[config.mk]
export PLATFORM = sky130hd
export DESIGN_NAME = imf_front
export DESIGN_NICKNAME = d
export VERILOG_FILES = /design/src/imf_pkg.sv /design/src/imf_front.sv
export SDC_FILE = /design/constraint.sdc
export NUM_CORES = 1
export LEC_CHECK = 0
export BUFFER_PORTS_ARGS = -buffer_cell sky130_fd_sc_hd__buf_4
export CAP_MARGIN = 40
export CORE_UTILIZATION = 59
export CTS_BUF_LIST = sky130_fd_sc_hd__clkbuf_4 sky130_fd_sc_hd__clkbuf_8 sky130_fd_sc_hd__clkbuf_16
export CTS_CLUSTER_DIAMETER = 60
export CTS_CLUSTER_SIZE = 28
export DETAILED_ROUTE_END_ITERATION = 12
export PLACE_DENSITY = 0.84
export SLEW_MARGIN = 20
export SYNTH_ARGS = -nofsm -noshare
export SYNTH_HDL_FRONTEND = slang
export SYNTH_SLANG_ARGS = --single-unit
[constraint.sdc]
create_clock -name aclk -period 9.7 [get_ports aclk]
set_input_delay 1.94 -clock aclk [delete_from_list [all_inputs] [get_ports aclk]]
set_output_delay 1.94 -clock aclk [all_outputs]
set_load 0.03 [all_outputs]
[src/imf_pkg.sv]
// Shared constants for the image median filter: register indexes, field widths,
// reset values and default size limits. No dependencies.
`timescale 1ns / 1ps

package imf_pkg;

    // Pixel and stream field widths
    localparam int PIX_W = 8;

    // Configuration port
    localparam int CFG_INDEX_W  = 2;
    localparam int CFG_DATA_W   = 13;
    localparam int CFG_WIDTH_W  = 11;
    localparam int CFG_HEIGHT_W = 13;
    localparam int CFG_RADIUS_W = 2;

    localparam logic [CFG_INDEX_W-1:0] REG_IMAGE_WIDTH   = 2'd0;
    localparam logic [CFG_INDEX_W-1:0] REG_IMAGE_HEIGHT  = 2'd1;
    localparam logic [CFG_INDEX_W-1:0] REG_KERNEL_RADIUS = 2'd2;

    localparam logic [CFG_WIDTH_W-1:0]  RST_IMAGE_WIDTH   = 11'd512;
    localparam logic [CFG_HEIGHT_W-1:0] RST_IMAGE_HEIGHT  = 13'd512;
    localparam logic [CFG_RADIUS_W-1:0] RST_KERNEL_RADIUS = 2'd2;

    // Input item kinds carried on tuser
    localparam logic ACT_PIXEL = 1'b0;
    localparam logic ACT_DRAIN = 1'b1;

    // Default size limits
    localparam int DEF_MAX_WIDTH  = 1024;
    localparam int DEF_MAX_HEIGHT = 4096;
    localparam int DEF_MAX_RADIUS = 3;

endpackage

[src/imf_front.sv]
// Front part of the median filter: accepts pixels and drain requests, writes the
// line store, keeps the frame counters and queues one median request per output.
// Depends on imf_pkg.
`timescale 1ns / 1ps

module imf_front #(
    parameter int MAX_WIDTH  = imf_pkg::DEF_MAX_WIDTH,
    parameter int MAX_HEIGHT = imf_pkg::DEF_MAX_HEIGHT,
    parameter int MAX_RADIUS = imf_pkg::DEF_MAX_RADIUS,
    localparam int WW   = $clog2(MAX_WIDTH + 1),
    localparam int CW   = $clog2(MAX_WIDTH),
    localparam int RW   = $clog2(MAX_HEIGHT + 1),
    localparam int RING = 2 * MAX_RADIUS + 2,
    localparam int GW   = $clog2(RING),
    localparam int AW   = $clog2(RING * MAX_WIDTH),
    localparam int PW   = $clog2(MAX_WIDTH * MAX_HEIGHT + 1),
    localparam int CMDW = 1 + GW + CW + RW
) (
    input  logic                      aclk,
    input  logic                      aresetn,
    input  logic                      s_tvalid,
    output logic                      s_tready,
    input  logic [imf_pkg::PIX_W-1:0] s_tdata,
    input  logic                      s_tuser,
    input  logic                      restart,
    input  logic [WW-1:0]             eff_w,
    input  logic [RW-1:0]             eff_h,
    input  logic [PW-1:0]             lag,
    input  logic                      q_full,
    input  logic                      q_nonempty,
    input  logic                      gathering,
    output logic                      q_push,
    output logic [CMDW-1:0]           q_cmd,
    output logic                      mem_we,
    output logic [AW-1:0]             mem_waddr,
    output logic [imf_pkg::PIX_W-1:0] mem_wdata
);
    import imf_pkg::*;

    logic [RW-1:0] in_row_reg,  out_row_reg;
    logic [CW-1:0] in_col_reg,  out_col_reg;
    logic [GW-1:0] in_ring_reg, out_ring_reg;
    logic [PW-1:0] pend_reg;

    logic accept, in_done, is_pixel, emit, last, in_col_end, out_col_end;
    logic [GW-1:0] in_ring_inc, out_ring_inc;

    // take a new item only once the back part has gathered the last window
    assign s_tready = !q_nonempty && !gathering && !q_full;
    assign accept   = s_tvalid && s_tready;

    // classify the item
    assign in_done  = (in_row_reg >= eff_h);
    assign is_pixel = !in_done && (s_tuser == ACT_PIXEL);
    assign emit     = accept && (in_done ? (out_row_reg < eff_h)
                                         : (is_pixel && (pend_reg >= lag)));
    assign in_col_end  = (WW'(in_col_reg)  == eff_w - WW'(1));
    assign out_col_end = (WW'(out_col_reg) == eff_w - WW'(1));
    assign last        = (out_row_reg == eff_h - RW'(1)) && out_col_end;

    assign in_ring_inc  = (in_ring_reg  == GW'(RING - 1)) ? '0 : in_ring_reg  + GW'(1);
    assign out_ring_inc = (out_ring_reg == GW'(RING - 1)) ? '0 : out_ring_reg + GW'(1);

    // line store write
    assign mem_we    = accept && is_pixel;
    assign mem_waddr = AW'(in_ring_reg) * AW'(MAX_WIDTH) + AW'(in_col_reg);
    assign mem_wdata = s_tdata;

    // median request
    assign q_push = emit;
    assign q_cmd  = {last, out_ring_reg, out_col_reg, out_row_reg};

    // frame counters
    always_ff @(posedge aclk) begin
        if (!aresetn || restart) begin
            in_row_reg   <= '0;
            in_col_reg   <= '0;
            in_ring_reg  <= '0;
            out_row_reg  <= '0;
            out_col_reg  <= '0;
            out_ring_reg <= '0;
            pend_reg     <= '0;
        end else if (accept) begin
            if (is_pixel) begin
                if (in_col_end) begin
                    in_col_reg  <= '0;
                    in_row_reg  <= in_row_reg + RW'(1);
                    in_ring_reg <= in_ring_inc;
                end else begin
                    in_col_reg <= in_col_reg + CW'(1);
                end
            end
            if (is_pixel && !emit) pend_reg <= pend_reg + PW'(1);
            else if (!is_pixel && emit) pend_reg <= pend_reg - PW'(1);
            if (emit) begin
                if (last) begin
                    // frame done: back to the first position
                    in_row_reg   <= '0;
                    in_col_reg   <= '0;
                    in_ring_reg  <= '0;
                    out_row_reg  <= '0;
                    out_col_reg  <= '0;
                    out_ring_reg <= '0;
                    pend_reg     <= '0;
                end else if (out_col_end) begin
                    out_col_reg  <= '0;
                    out_row_reg  <= out_row_reg + RW'(1);
                    out_ring_reg <= out_ring_inc;
                end else begin
                    out_col_reg <= out_col_reg + CW'(1);
                end
            end
        end
    end

endmodule

==> implementation parameters <==
Parameter                              Value

Logic synthesis
  Number of flip-flops and latches in the synthesized netlist    75
  Top area cells in the synthesized netlist    dfxtp_1, ha_1, xnor2_1
  Cells after Synth    823
  Count of flip-flops with a built-in enable after synthesis    0
  Dominant register cell in the synthesized netlist    dfxtp_1
  Share of flip-flops with an asynchronous set or reset    0
  Fraction of synthesized cell area taken by the top area cell type    0.232
  Mean area per synthesized cell    just under 8 um^2
  Sequential fraction of the synthesis area    0.232
  Yosys cell types    75
  Post-synthesis cell type with the largest combined area    dfxtp_1
  Area of the mapped netlist    roughly 6500 um^2
  Yosys warnings    0
  Cell with the most instances after synthesis    nor2_1
  Number of nets in the synthesized netlist    947
  Leading post-synthesis cells by instance count    nor2_1, dfxtp_1, ha_1

Finish
  # diodes    0
  Total number of nets in the final design    1019
  Ratio of cells with drive above 1 in the final layout    0.151
  Filler cell count in the final layout    between 800 and 900
  Synth-to-layout area growth    14.6%
  Number of flip-flops under the largest register name    23
  Summed area of non-filler cells in the final layout    7400 um^2

STA
  Period Utilization, post-route    0.715
  Max_slew headroom    0.434
  Fin. Hold Viols    0
  Final count of pins violating max slew    0
  Final sum of negative setup slack    0 ps
  Final clock skew    9.21 ps
  Max frequency    about 140 MHz
  Final setup vio count    0
  Setup repair after global routing missed its margin    false
  Slew at the pin closest to its max-slew limit    ~840 ps
  Final critical-path required period    6940 ps

Routing
  Number of detailed-routing iterations run before antenna repair    8
  Wire per inst    around 18 um
  Post-route antenna net violation count    0
  Vias per Instance    6.34
  Routed vias    6560
  Final wirelength    approximately 19 mm
  First DRT Iteration DRCs    between 500 and 600
  DRC violation count after routing    0

Power
  Switching power share of the total    0.259
  PwrDens    89.9 nW/um^2
  Clock power frac    0.401
  Sequential cell fraction of total power    0.463
  Combinational group share of total power    0.137
  Psw    0.000172 W
  Peak ir drop on the vdd network    0.0000875 V
  Internal power summed over all cells    about 0.0005 W
  Total leakage power    3.15 nW

Critical path
  Required time of the worst setup path    7760 ps
  CP delay by family, top    compound AO/OA/AOI/OAI gates
  Kind of capture point of the worst setup path    primary output
  Max Fanout on Critical Path    18
  Worst Setup SP    eff_h[6]
  Number of buffer and inverter stages on the critical path    4
  Arrival time at the worst endpoint    5000 ps
  Startpoint kind of the worst setup timing path    input port
  Critical-path cell with the highest stage delay    clkinv_1
  Type of the setup path with the least slack    input port to primary output
  Reg2reg end    in_col_reg[7]
  Setup slack, reg-to-reg    between 5000 and 6000 ps
  Cell Chain, Critical Path    buf_4, inv_1, ha_1, a21o_1, a221o_1, a211oi_1, o21ai_1, nand3_1, o21a_1, clkinv_1, buf_4
  Critical path depth in cells    11
  Cell occurring most often along the worst timing path    buf_4
  Capturing element of the worst setup path    q_push
  Number of cells on the worst reg-to-reg path    13
  CP max stage delay    530 ps
  Crit Reg-Reg Startpoint    pend_reg[0]

Global route
  GRT overflow    0
  Largest net degree at the start of global routing    53
  Wire length of the first global-routing pass    approximately 31 mm
  Total track usage    0.341
  Initial antenna violation count    0
  Vias in the first global route    roughly 6400

Clocking
  Clock-pin slew of the registers on the worst-case setup and hold paths    about 80 ps
  Post-cts repair resize count    0
  TritonCTS clock tree    done
  Clock net sink count    75
  Clk Tree Root Cell    clkbuf_8
  Depth of the CTS H-tree    3
  Hold Buf Count CTS    0
  Clock buffer count from CTS    9
  Maximum buffer depth of the clock tree    2
  Post-CTS Setup Inserts    0
  Clock latency on the worst-skew pair    approximately 360 ps

Floorplan
  DIE WIDTH    107 um
  Initial core utilization    0.617
  Total die area    11400 um^2
  Top Ports    114
  Number of cell rows    37
  Die Y    107 um
  Core area    10500 um^2

Placement
  Placer's final routability congestion estimate    0.981
  Placed inst area    slightly above 7000 um^2
  Placed wire-length estimate after detailed placement    14.3 mm
  Quantity of I/O buffers inserted on ports    97

Status
  Status    completed

Worst hold path
  Path category of the worst min-delay check    register to register

Run
  Number of max-cap violations    0
-- through the flow --
step	util	hold WS, ps	cells	power [W]	setup WS, ps
6_report	0.707	482	1035	0.000665	2760
5_1_grt	0.707	505	1035	0.000693	2570
4_1_cts	0.707	490	1035	0.000668	2790
3_5_place_dp	0.687	479	1020	0.000404	2800
3_3_place_gp	0.685	458	1017	0.000400	2840
2_1_floorplan	-	443	823	0.000374	3330
-- cell families after synthesis --
kind of cell	after synthesis	synth area share
flops	75	0.232
compound gates	152	0.160
buf+inv	102	0.0684
xor+xnor	75	0.116
mux	12	0.0198
simple gates	346	0.286
fa+ha+maj	61	0.118
-- area by class of cell --
type / count / area, um^2 / area share
Multi-Input combinational cell: 646 / 4520 / 0.610
Sequential cell: 75 / 1500 / 0.203
Timing Repair Buffer: 103 / 778 / 0.105
Inverter: 60 / 225 / 0.0304
Tap cell: 136 / 170 / 0.0230
Clock buffer: 10 / 131 / 0.0178
Clock inverter: 5 / 78.8 / 0.0107
-- cell usage in the layout, fill, tap and decap left out, types with 11 or more instances in the layout --
master and instances:
nand4_1 22, a21oi_1 41, o21ai_0 23, and3_1 16
xnor2_1 38, or4_1 14, and2_1 11, nor4_1 20
dfxtp_1 75, nand3_1 45, nand2_1 52, ha_1 61
buf_4 101, or3_1 12, nor3_1 29, inv_1 59
xor2_1 30, o31ai_1 11, nor2_1 78
-- worst min-delay path by stage --
stage                     depth (start not counted)    startpoint            to  slack, ps
after detailed placement                          1  pend_reg[22]  pend_reg[22]        480
after CTS                                         1  pend_reg[22]  pend_reg[22]        490
after global routing                              1  pend_reg[22]  pend_reg[22]        500
after floorplan                                   1  pend_reg[22]  pend_reg[22]        440
after global placement                            1  pend_reg[22]  pend_reg[22]        460
final                                             1  pend_reg[22]  pend_reg[22]        480
-- power groups by stage --
stage	registers [W]	logic (W)	clock network, W
after floorplan	0.000315	0.0000590	0
after global placement	0.000315	0.0000850	0
after detailed placement	0.000315	0.0000887	0
after CTS	0.000308	0.0000894	0.000271
after global routing	0.000308	0.0000995	0.000286
final	0.000308	0.0000910	0.000267
-- routing by layer --
metal  track usage  wire length, um  part of all wire  vias up
met5             0                0                 0        -
met4         0.138              476             0.025        0
met3        0.0578             1360             0.072       48
met2         0.573             8880              0.47      282
met1         0.433             8110              0.43     3100
li1              -                -                 -     3130
No activity file was read; power rests on OpenSTA's default activity.
