--- src/imf_cmd_fifo.sv ---
// Two-entry request queue between the front and back parts of the median filter.
// Depends on nothing.
`timescale 1ns / 1ps

module imf_cmd_fifo #(
    parameter int DW = 8
) (
    input  logic          aclk,
    input  logic          aresetn,
    input  logic          push,
    input  logic [DW-1:0] push_data,
    input  logic          pop,
    output logic [DW-1:0] pop_data,
    output logic          full,
    output logic          nonempty
);

    logic [DW-1:0] entry_reg [2];
    logic          wr_ptr_reg;
    logic          rd_ptr_reg;
    logic [1:0]    count_reg;

    assign pop_data = entry_reg[rd_ptr_reg];
    assign full     = (count_reg == 2'd2);
    assign nonempty = (count_reg != 2'd0);

    // pointers and fill level
    always_ff @(posedge aclk) begin
        if (!aresetn) begin
            wr_ptr_reg <= 1'b0;
            rd_ptr_reg <= 1'b0;
            count_reg  <= 2'd0;
        end else begin
            if (push) wr_ptr_reg <= ~wr_ptr_reg;
            if (pop)  rd_ptr_reg <= ~rd_ptr_reg;
            if (push && !pop)      count_reg <= count_reg + 2'd1;
            else if (pop && !push) count_reg <= count_reg - 2'd1;
        end
    end

    // payload
    always_ff @(posedge aclk) begin
        if (push) entry_reg[wr_ptr_reg] <= push_data;
    end

endmodule

--- config.mk ---
export PLATFORM = sky130hd
export DESIGN_NAME = imf_cmd_fifo
export DESIGN_NICKNAME = d
export VERILOG_FILES = /design/src/imf_cmd_fifo.sv
export SDC_FILE = /design/constraint.sdc
export NUM_CORES = 1
export LEC_CHECK = 0
export ABC_AREA = 0
export BUFFER_PORTS_ARGS = -buffer_cell sky130_fd_sc_hd__buf_2
export CORE_MARGIN = 2
export CORE_UTILIZATION = 52
export CTS_CLUSTER_DIAMETER = 100
export DETAILED_ROUTE_END_ITERATION = 10
export PLACE_DENSITY = 0.79
export SYNTH_ARGS = -nofsm -noshare
export SYNTH_HDL_FRONTEND = slang
export SYNTH_SLANG_ARGS = --single-unit
--- constraint.sdc ---
create_clock -name aclk -period 1.6 [get_ports aclk]
set_input_delay 0.08 -clock aclk [delete_from_list [all_inputs] [get_ports aclk]]
set_output_delay 0.08 -clock aclk [all_outputs]
set_load 0.1 [all_outputs]
==> out/summary.log, run 1 <==
INFO  logic_synthesis synthTopCellsByArea=sky130_fd_sc_hd__edfxtp_1, sky130_fd_sc_hd__dfxtp_1, sky130_fd_sc_hd__mux2_2
INFO  worst_setup_path worstPathCellList=mux2_2 > buf_2
INFO  logic_synthesis synth_common_cells=sky130_fd_sc_hd__edfxtp_1, sky130_fd_sc_hd__mux2_2, sky130_fd_sc_hd__dfxtp_1, sky130_fd_sc_hd__and2_1
INFO  detailed_routing initialDrtViolationCount=7
INFO  place          port_buffers=21
INFO  cts            worstSkewPairLatency=0.30ns
INFO  worst_setup_path crit_family=flip-flops
INFO  logic_synthesis synth_adder_area_share=0.0157
INFO  flow_run       cap_viol_max_count=0
INFO  logic_synthesis synth-seq-area-share=0.728
INFO  logic_synthesis synth_top_family_by_area=multiplexers
INFO  worst_setup_path critical_path_cell_count=2
INFO  worst_setup_path cp_data_arrival_time=1.40ns
INFO  power_and_ir_drop clock_share_of_power=0.199
INFO  worst_setup_path timing.setup.critical_path_class=flop to output pin
INFO  detailed_routing remaining_drc_errors=0
INFO  logic_synthesis post_synth_xor_area_fraction=0.0330
INFO  finish         antenna_cells_inserted=0
INFO  sta            final.setup_skew=0.0133ns
INFO  die            fp.coreArea=1470um^2
INFO  detailed_routing routed_wl=1170um
INFO  logic_synthesis synth_area=797um^2
INFO  place          placement.cell_area=925um^2
INFO  cts            clock_sink_count=21
INFO  logic_synthesis synth-edff-count=16
INFO  finish         postLayoutCellArea=1030um^2
INFO  finish         synth_to_final_area_change=29.7%
INFO  worst_setup_path worst_setup_path_start_kind=flop
INFO  power_and_ir_drop internal-power=0.000810W
INFO  logic_synthesis synth_compound_area_frac=0.0251
INFO  logic_synthesis postSynthCellCount=47
INFO  power_and_ir_drop share_seq_of_total_power=0.513
INFO  cts            cts.path.max_buffers=2
INFO  logic_synthesis synth_flop_cell=sky130_fd_sc_hd__edfxtp_1
INFO  worst_setup_path r2r_cells=2
INFO  die            initial_core_util=0.542
INFO  cts            cts_inserted_buffers=3
INFO  detailed_routing route.detailed.wl_per_inst=12.2um
INFO  global_routing grt_start_max_net_pins=13
INFO  sta            hold_violations=0
INFO  global_routing grtUsageMet1=0.174
INFO  finish         layout.filler_cells=111
INFO  global_routing gr-usage-met3=0.0511
INFO  cts            clockRootBuffer=sky130_fd_sc_hd__clkbuf_4
INFO  cts            post_cts_buffers=0
INFO  logic_synthesis async_set_or_reset_register_ratio_after_synthesis=0
INFO  global_routing grt_busiest_layer=met2
INFO  detailed_routing viasPerCell=4.95
INFO  die            dieWidth=43.2um
INFO  power_and_ir_drop power.share.combinational=0.288
INFO  global_routing grt_util_all_layers=0.153
INFO  finish         final_layout_size_suffix_gt1_frac=0.463
INFO  logic_synthesis synthesis.nets=60
INFO  cts            cts_tree=yes
INFO  worst_setup_path critical_path_peak_fanout=8
INFO  die            die_h=43.2um
INFO  power_and_ir_drop cellLeakagePower=0.422nW
INFO  power_and_ir_drop ir_drop_worst_vdd=0.000707V
INFO  cts            clk_pin_slew_worst_paths=0.12ns
INFO  worst_setup_path reg2reg_slack=0.40ns
INFO  logic_synthesis cell_type_contributing_the_most_total_cell_area_after_synthesis=sky130_fd_sc_hd__edfxtp_1
INFO  logic_synthesis synth.avg_cell_area=17.0um^2
INFO  power_and_ir_drop p_switching=0.000448W
INFO  worst_setup_path r2r_end=entry_reg[0][5]
INFO  die            io_pins=22
INFO  place          dp_hpwl=830um
INFO  sta            max_clock_freq=0.678GHz
INFO  die            die-area=1860um^2
INFO  sta            max_slew.worst_pin.slew=0.487ns
INFO  worst_setup_path crit_path_end=pop_data[3]
INFO  logic_synthesis synth_most_common_cell=sky130_fd_sc_hd__edfxtp_1
INFO  sta            finalSetupViolCount=0
INFO  global_routing wire_length_of_the_first_global_routing_pass=1990um
INFO  sta            grt_setup_unrepaired=no
INFO  finish         largest_register_ffs=16
INFO  detailed_routing vias_after_detailed_routing=475
INFO  logic_synthesis synth.ff_latch_count=21
INFO  sta            final_min_period_over_clock_period=0.922
INFO  global_routing gr-total-overflow=0
INFO  hold_path      hold_path.class=input pin to flop
INFO  worst_setup_path worst_path_largest_cell_delay=0.45ns
INFO  global_routing vias_in_the_first_global_route=476
INFO  die            row_count=14
INFO  worst_setup_path slowest_stage=sky130_fd_sc_hd__dfxtp_2
INFO  power_and_ir_drop power_density_over_the_cells=1220nW/um^2
INFO  status         run_status=complete, no violations
INFO  sta            setup-tns-final=0ns
INFO  finish         final_net_count=94
INFO  global_routing antenna_found_initial=0
INFO  worst_setup_path critPathBufInv=1
INFO  logic_synthesis netlist-cell-type-count=16
INFO  detailed_routing postRouteAntennaNets=0
INFO  worst_setup_path worstSetupEndpointType=output pin
INFO  logic_synthesis yosys.area_share.simple=0.0738
INFO  global_routing groute.layer.met2.usage=0.248
INFO  cts            h_tree_level_count=1
INFO  logic_synthesis post-synth-top-area-fraction=0.603
INFO  detailed_routing first_pass_iters=4
INFO  sta            period_needed=1.48ns
INFO  sta            final_max_slew_viol_count=0
INFO  worst_setup_path regToRegStartpoint=wr_ptr_reg
INFO  logic_synthesis synthesis.yosys.warnings=0
INFO  sta            timing.max_slew.rel_slack=0.678
INFO  power_and_ir_drop netSwitchingFraction=0.356
INFO  place          gp_routability_congestion=0.635
INFO  logic_synthesis mux_share_of_post_synthesis_cell_area=0.113
INFO  worst_setup_path critPathRequiredTime=1.52ns
power groups by stage:
stage	clock network (W)	logic [W]	registers [W]
6_report	0.000250	0.000362	0.000646
3_3_place_gp	0	0.000346	0.000656
5_1_grt	0.000282	0.000378	0.000651
3_5_place_dp	0	0.000350	0.000658
2_1_floorplan	0	0.000305	0.000647
4_1_cts	0.000256	0.000365	0.000646
metrics by stage:
| stage | worst slack, ns | std cells | total power, W | util | hold slack, ns |
|---|---|---|---|---|---|
| detailed placement | 0.318 | 84 | 0.00101 | 0.628 | 0.274 |
| floorplan | 0.496 | 47 | 0.000952 | - | 0.179 |
| global route | 0.0602 | 96 | 0.00131 | 0.702 | 0.000804 |
| global placement | 0.330 | 84 | 0.00100 | 0.628 | 0.269 |
| CTS | 0.0948 | 96 | 0.00127 | 0.702 | 0.0161 |
| finish | 0.124 | 96 | 0.00126 | 0.702 | 0.0247 |
worst reg2reg max path, delay by kind of cell (launching register included):
family / cells / cell delay (ns)
flops: 1 / 0.34
simple gates: 1 / 0.35
buf+inv: 1 / 0.23
layout by cell type (no fill, tap or decap), types with 2 or more instances in the layout:
| cell type | n |
|---|---|
| sky130_fd_sc_hd__and2_1 | 4 |
| sky130_fd_sc_hd__buf_2 | 21 |
| sky130_fd_sc_hd__clkbuf_4 | 3 |
| sky130_fd_sc_hd__dfxtp_1 | 4 |
| sky130_fd_sc_hd__dlygate4sd3_1 | 8 |
| sky130_fd_sc_hd__edfxtp_1 | 16 |
| sky130_fd_sc_hd__mux2_2 | 8 |
| sky130_fd_sc_hd__nor2b_1 | 2 |
| sky130_fd_sc_hd__xor2_1 | 2 |
metal layers:
layer / share of wire / wire (um)
met5: 0 / 0
met4: 0 / 0
met3: 0.042 / 49
met2: 0.53 / 622
met1: 0.42 / 496
worst min-delay path by stage:
| stage | start | end | slack, ns | cells after the start |
|---|---|---|---|---|
| 2_1_floorplan | push_data[0] | entry_reg[0][0] | 0.18 | 0 |
| 3_3_place_gp | push_data[2] | entry_reg[1][2] | 0.27 | 1 |
| 3_5_place_dp | push_data[4] | entry_reg[0][4] | 0.27 | 1 |
| 4_1_cts | aresetn | wr_ptr_reg | 0.02 | 2 |
| 5_1_grt | aresetn | wr_ptr_reg | 0.0008 | 2 |
| 6_report | aresetn | wr_ptr_reg | 0.02 | 2 |
final cells by class:
type                    count  area (um^2)  area share
clock buffers               3         22.5      0.0218
clock inverters             1         5.00     0.00484
inverters                   1         3.75     0.00363
multi-input cells          24          208       0.201
flip-flops and latches     21          582       0.563
well taps                  16         20.0      0.0194
repair buffers             30          193       0.186
cell families after synthesis:
group           count (synthesis)
xor+xnor                        3
simple gates                    9
buf+inv                         2
fa+ha+maj                       1
mux                             8
flops                          21
compound gates                  3
what timing repair did:
item / CTS / global route
gates resized for setup: 1 / 0
hold buffers: 8 / 0
setup endpoints to repair: 8 / 0
hold endpoints to repair: 16 / 0
Note: power is estimated with default switching activity, not from simulation.
==> inputs of run 2 (changes only) <==
--- a/config.mk
+++ b/config.mk
@@ -7,11 +7,13 @@
 export LEC_CHECK = 0
 export ABC_AREA = 0
 export BUFFER_PORTS_ARGS = -buffer_cell sky130_fd_sc_hd__buf_2
-export CORE_MARGIN = 2
-export CORE_UTILIZATION = 52
+export CELL_PAD_IN_SITES_DETAIL_PLACEMENT = 1
+export CELL_PAD_IN_SITES_GLOBAL_PLACEMENT = 1
+export CORE_MARGIN = 5
+export CORE_UTILIZATION = 43
 export CTS_CLUSTER_DIAMETER = 100
 export DETAILED_ROUTE_END_ITERATION = 10
-export PLACE_DENSITY = 0.79
+export PLACE_DENSITY_LB_ADDON = 0.15
 export SYNTH_ARGS = -nofsm -noshare
 export SYNTH_HDL_FRONTEND = slang
 export SYNTH_SLANG_ARGS = --single-unit
==> run 2 against run 1 <==
Clock power down 4%. Cell area is 0.97% higher. Critical path depth unchanged. Worst hold slack improved by 0.0093 ns. Global-route usage fell by 3.4 points. Register-to-register slack better by 0.16 ns. Highest routed layer is now met4. Sequential cell count unchanged.
==> out/summary.log, run 2 (synthesis results as in run 1) <==
INFO  sta            final.setup_skew=0.00223ns
INFO  detailed_routing first_pass_iters=2
INFO  power_and_ir_drop cellLeakagePower=0.420nW
INFO  finish         largest_register_ffs=16
INFO  finish         final_net_count=94
INFO  worst_setup_path timing.setup.critical_path_class=flop to output pin
INFO  finish         multi_input_comb_area=208um^2
INFO  power_and_ir_drop power_density_over_the_cells=1200nW/um^2
INFO  detailed_routing route.detailed.wl_per_inst=13.2um
INFO  detailed_routing postRouteAntennaNets=0
INFO  sta            period_needed=1.48ns
INFO  worst_setup_path critPathRequiredTime=1.52ns
INFO  worst_setup_path critical_path_peak_fanout=8
INFO  global_routing vias_in_the_first_global_route=517
INFO  cts            cts_inserted_buffers=3
INFO  sta            postLayoutSetupSlackWorst=0.121ns
INFO  worst_setup_path cp_data_arrival_time=1.40ns
INFO  cts            post_cts_buffers=0
INFO  die            row_count=15
INFO  worst_setup_path worstSetupEndpointType=output pin
INFO  cts            clockRootBuffer=sky130_fd_sc_hd__clkbuf_4
INFO  cts            clk_pin_slew_worst_paths=0.11ns
INFO  finish         seq_area=582um^2
INFO  cts            h_tree_level_count=1
INFO  global_routing gr-total-overflow=0
INFO  cts            cts_tree=yes
INFO  worst_setup_path worst_setup_path_start_kind=flop
INFO  finish         final_layout_size_suffix_gt1_frac=0.450
INFO  place          gp_routability_congestion=0.665
INFO  finish         layout.filler_cells=193
INFO  place          dp_hpwl=985um
INFO  sta            final_max_slew_viol_count=0
INFO  global_routing wire_length_of_the_first_global_routing_pass=2280um
INFO  sta            final_min_period_over_clock_period=0.925
INFO  sta            timing.max_slew.rel_slack=0.668
INFO  sta            grt_setup_unrepaired=no
INFO  die            die_h=53.1um
INFO  status         run_status=complete, no violations
INFO  hold_path      hold_path.class=input pin to flop
INFO  worst_setup_path reg2reg_slack=0.56ns
INFO  detailed_routing vias_after_detailed_routing=483
INFO  finish         synth_to_final_area_change=30.9%
INFO  die            dieWidth=53.1um
INFO  place          port_buffers=21
INFO  detailed_routing remaining_drc_errors=0
INFO  sta            setup-tns-final=0ns
INFO  die            die-area=2810um^2
INFO  sta            finalSetupViolCount=0
INFO  detailed_routing viasPerCell=4.60
INFO  finish         layout_common_cells=sky130_fd_sc_hd__buf_2, sky130_fd_sc_hd__edfxtp_1, sky130_fd_sc_hd__mux2_2, sky130_fd_sc_hd__dlygate4sd3_1
INFO  global_routing antenna_found_initial=0
INFO  cts            cts.path.max_buffers=2
INFO  sta            hold_violations=0
INFO  sta            max_slew.worst_pin.slew=0.501ns
INFO  cts            worstSkewPairLatency=0.29ns
INFO  die            initial_core_util=0.457
INFO  power_and_ir_drop ir_drop_worst_vdd=0.000661V
INFO  detailed_routing routed_wl=1390um
INFO  sta            max_clock_freq=0.676GHz
INFO  place          dp_worst_setup_slack=0.329ns
INFO  finish         layout.cells.most_common=sky130_fd_sc_hd__buf_2
INFO  finish         antenna_cells_inserted=0
INFO  detailed_routing initialDrtViolationCount=1
INFO  die            io_pins=22
INFO  global_routing grt_start_max_net_pins=12
INFO  global_routing grt_util_all_layers=0.120
INFO  die            fp.coreArea=1750um^2
INFO  flow_run       cap_viol_max_count=0
INFO  cts            clock_sink_count=21
## run 2: cell types whose count changed in the layout (fill, tap and decap cells not counted)
cell and change:
sky130_fd_sc_hd__clkbuf_1 +1, sky130_fd_sc_hd__clkinv_2 -1
## run 2: critical path, stage by stage, from the launching register on
cell	delay (ns)
sky130_fd_sc_hd__dfxtp_2	0.45
sky130_fd_sc_hd__mux2_2	0.36
sky130_fd_sc_hd__buf_2	0.29
## run 2: where the power goes
| part | total [W] | internal [W] | switching [W] |
|---|---|---|---|
| sequential | 0.000646 | 0.000624 | 0.0000211 |
| clock | 0.000240 | 0.0000968 | 0.000143 |
| combinational | 0.000368 | 0.0000924 | 0.000275 |
| total | 0.00125 | 0.000814 | 0.000440 |
## run 2: routing by layer
layer	wire (um)	GRT usage	vias to the layer above
met3	76	0.0310	2
met2	763	0.213	11
met5	0	0	-
met4	12	0.0638	0
li1	-	-	234
met1	534	0.128	236
## run 2: what timing repair did
item	in CTS	in global routing
gates resized for setup	1	0
endpoints found under the setup margin	8	0
hold endpoints to repair	16	0
hold buffers	8	0
## run 2: cell type report
class,count,area share
Timing Repair Buffer,30,0.185
Multi-Input combinational cell,24,0.199
Clock buffer,4,0.0252
Inverter,1,0.00360
Tap cell,25,0.0300
Sequential cell,21,0.558
## run 2: path summary, 6_finish.rpt
| kind | start | to | cells after the start |
|---|---|---|---|
| hold / removal | aresetn | wr_ptr_reg | 2 |
| setup / recovery | flop | pop_data[6] | 2 |
| setup reg to reg | count_reg[0] | count_reg[1] | 3 |
| hold reg to reg | count_reg[1] | count_reg[1] | 2 |
## run 2: metrics by stage
step	utilization	total power, W	instance area [um^2]	instances	hold slack [ns]
after floorplan	-	0.000952	797	47	0.179
after global placement	0.536	0.00101	936	93	0.269
after detailed placement	0.536	0.00101	936	93	0.274
after CTS	0.598	0.00127	1040	105	0.0326
after global routing	0.598	0.00132	1040	105	0.0314
final	0.598	0.00125	1040	105	0.0340
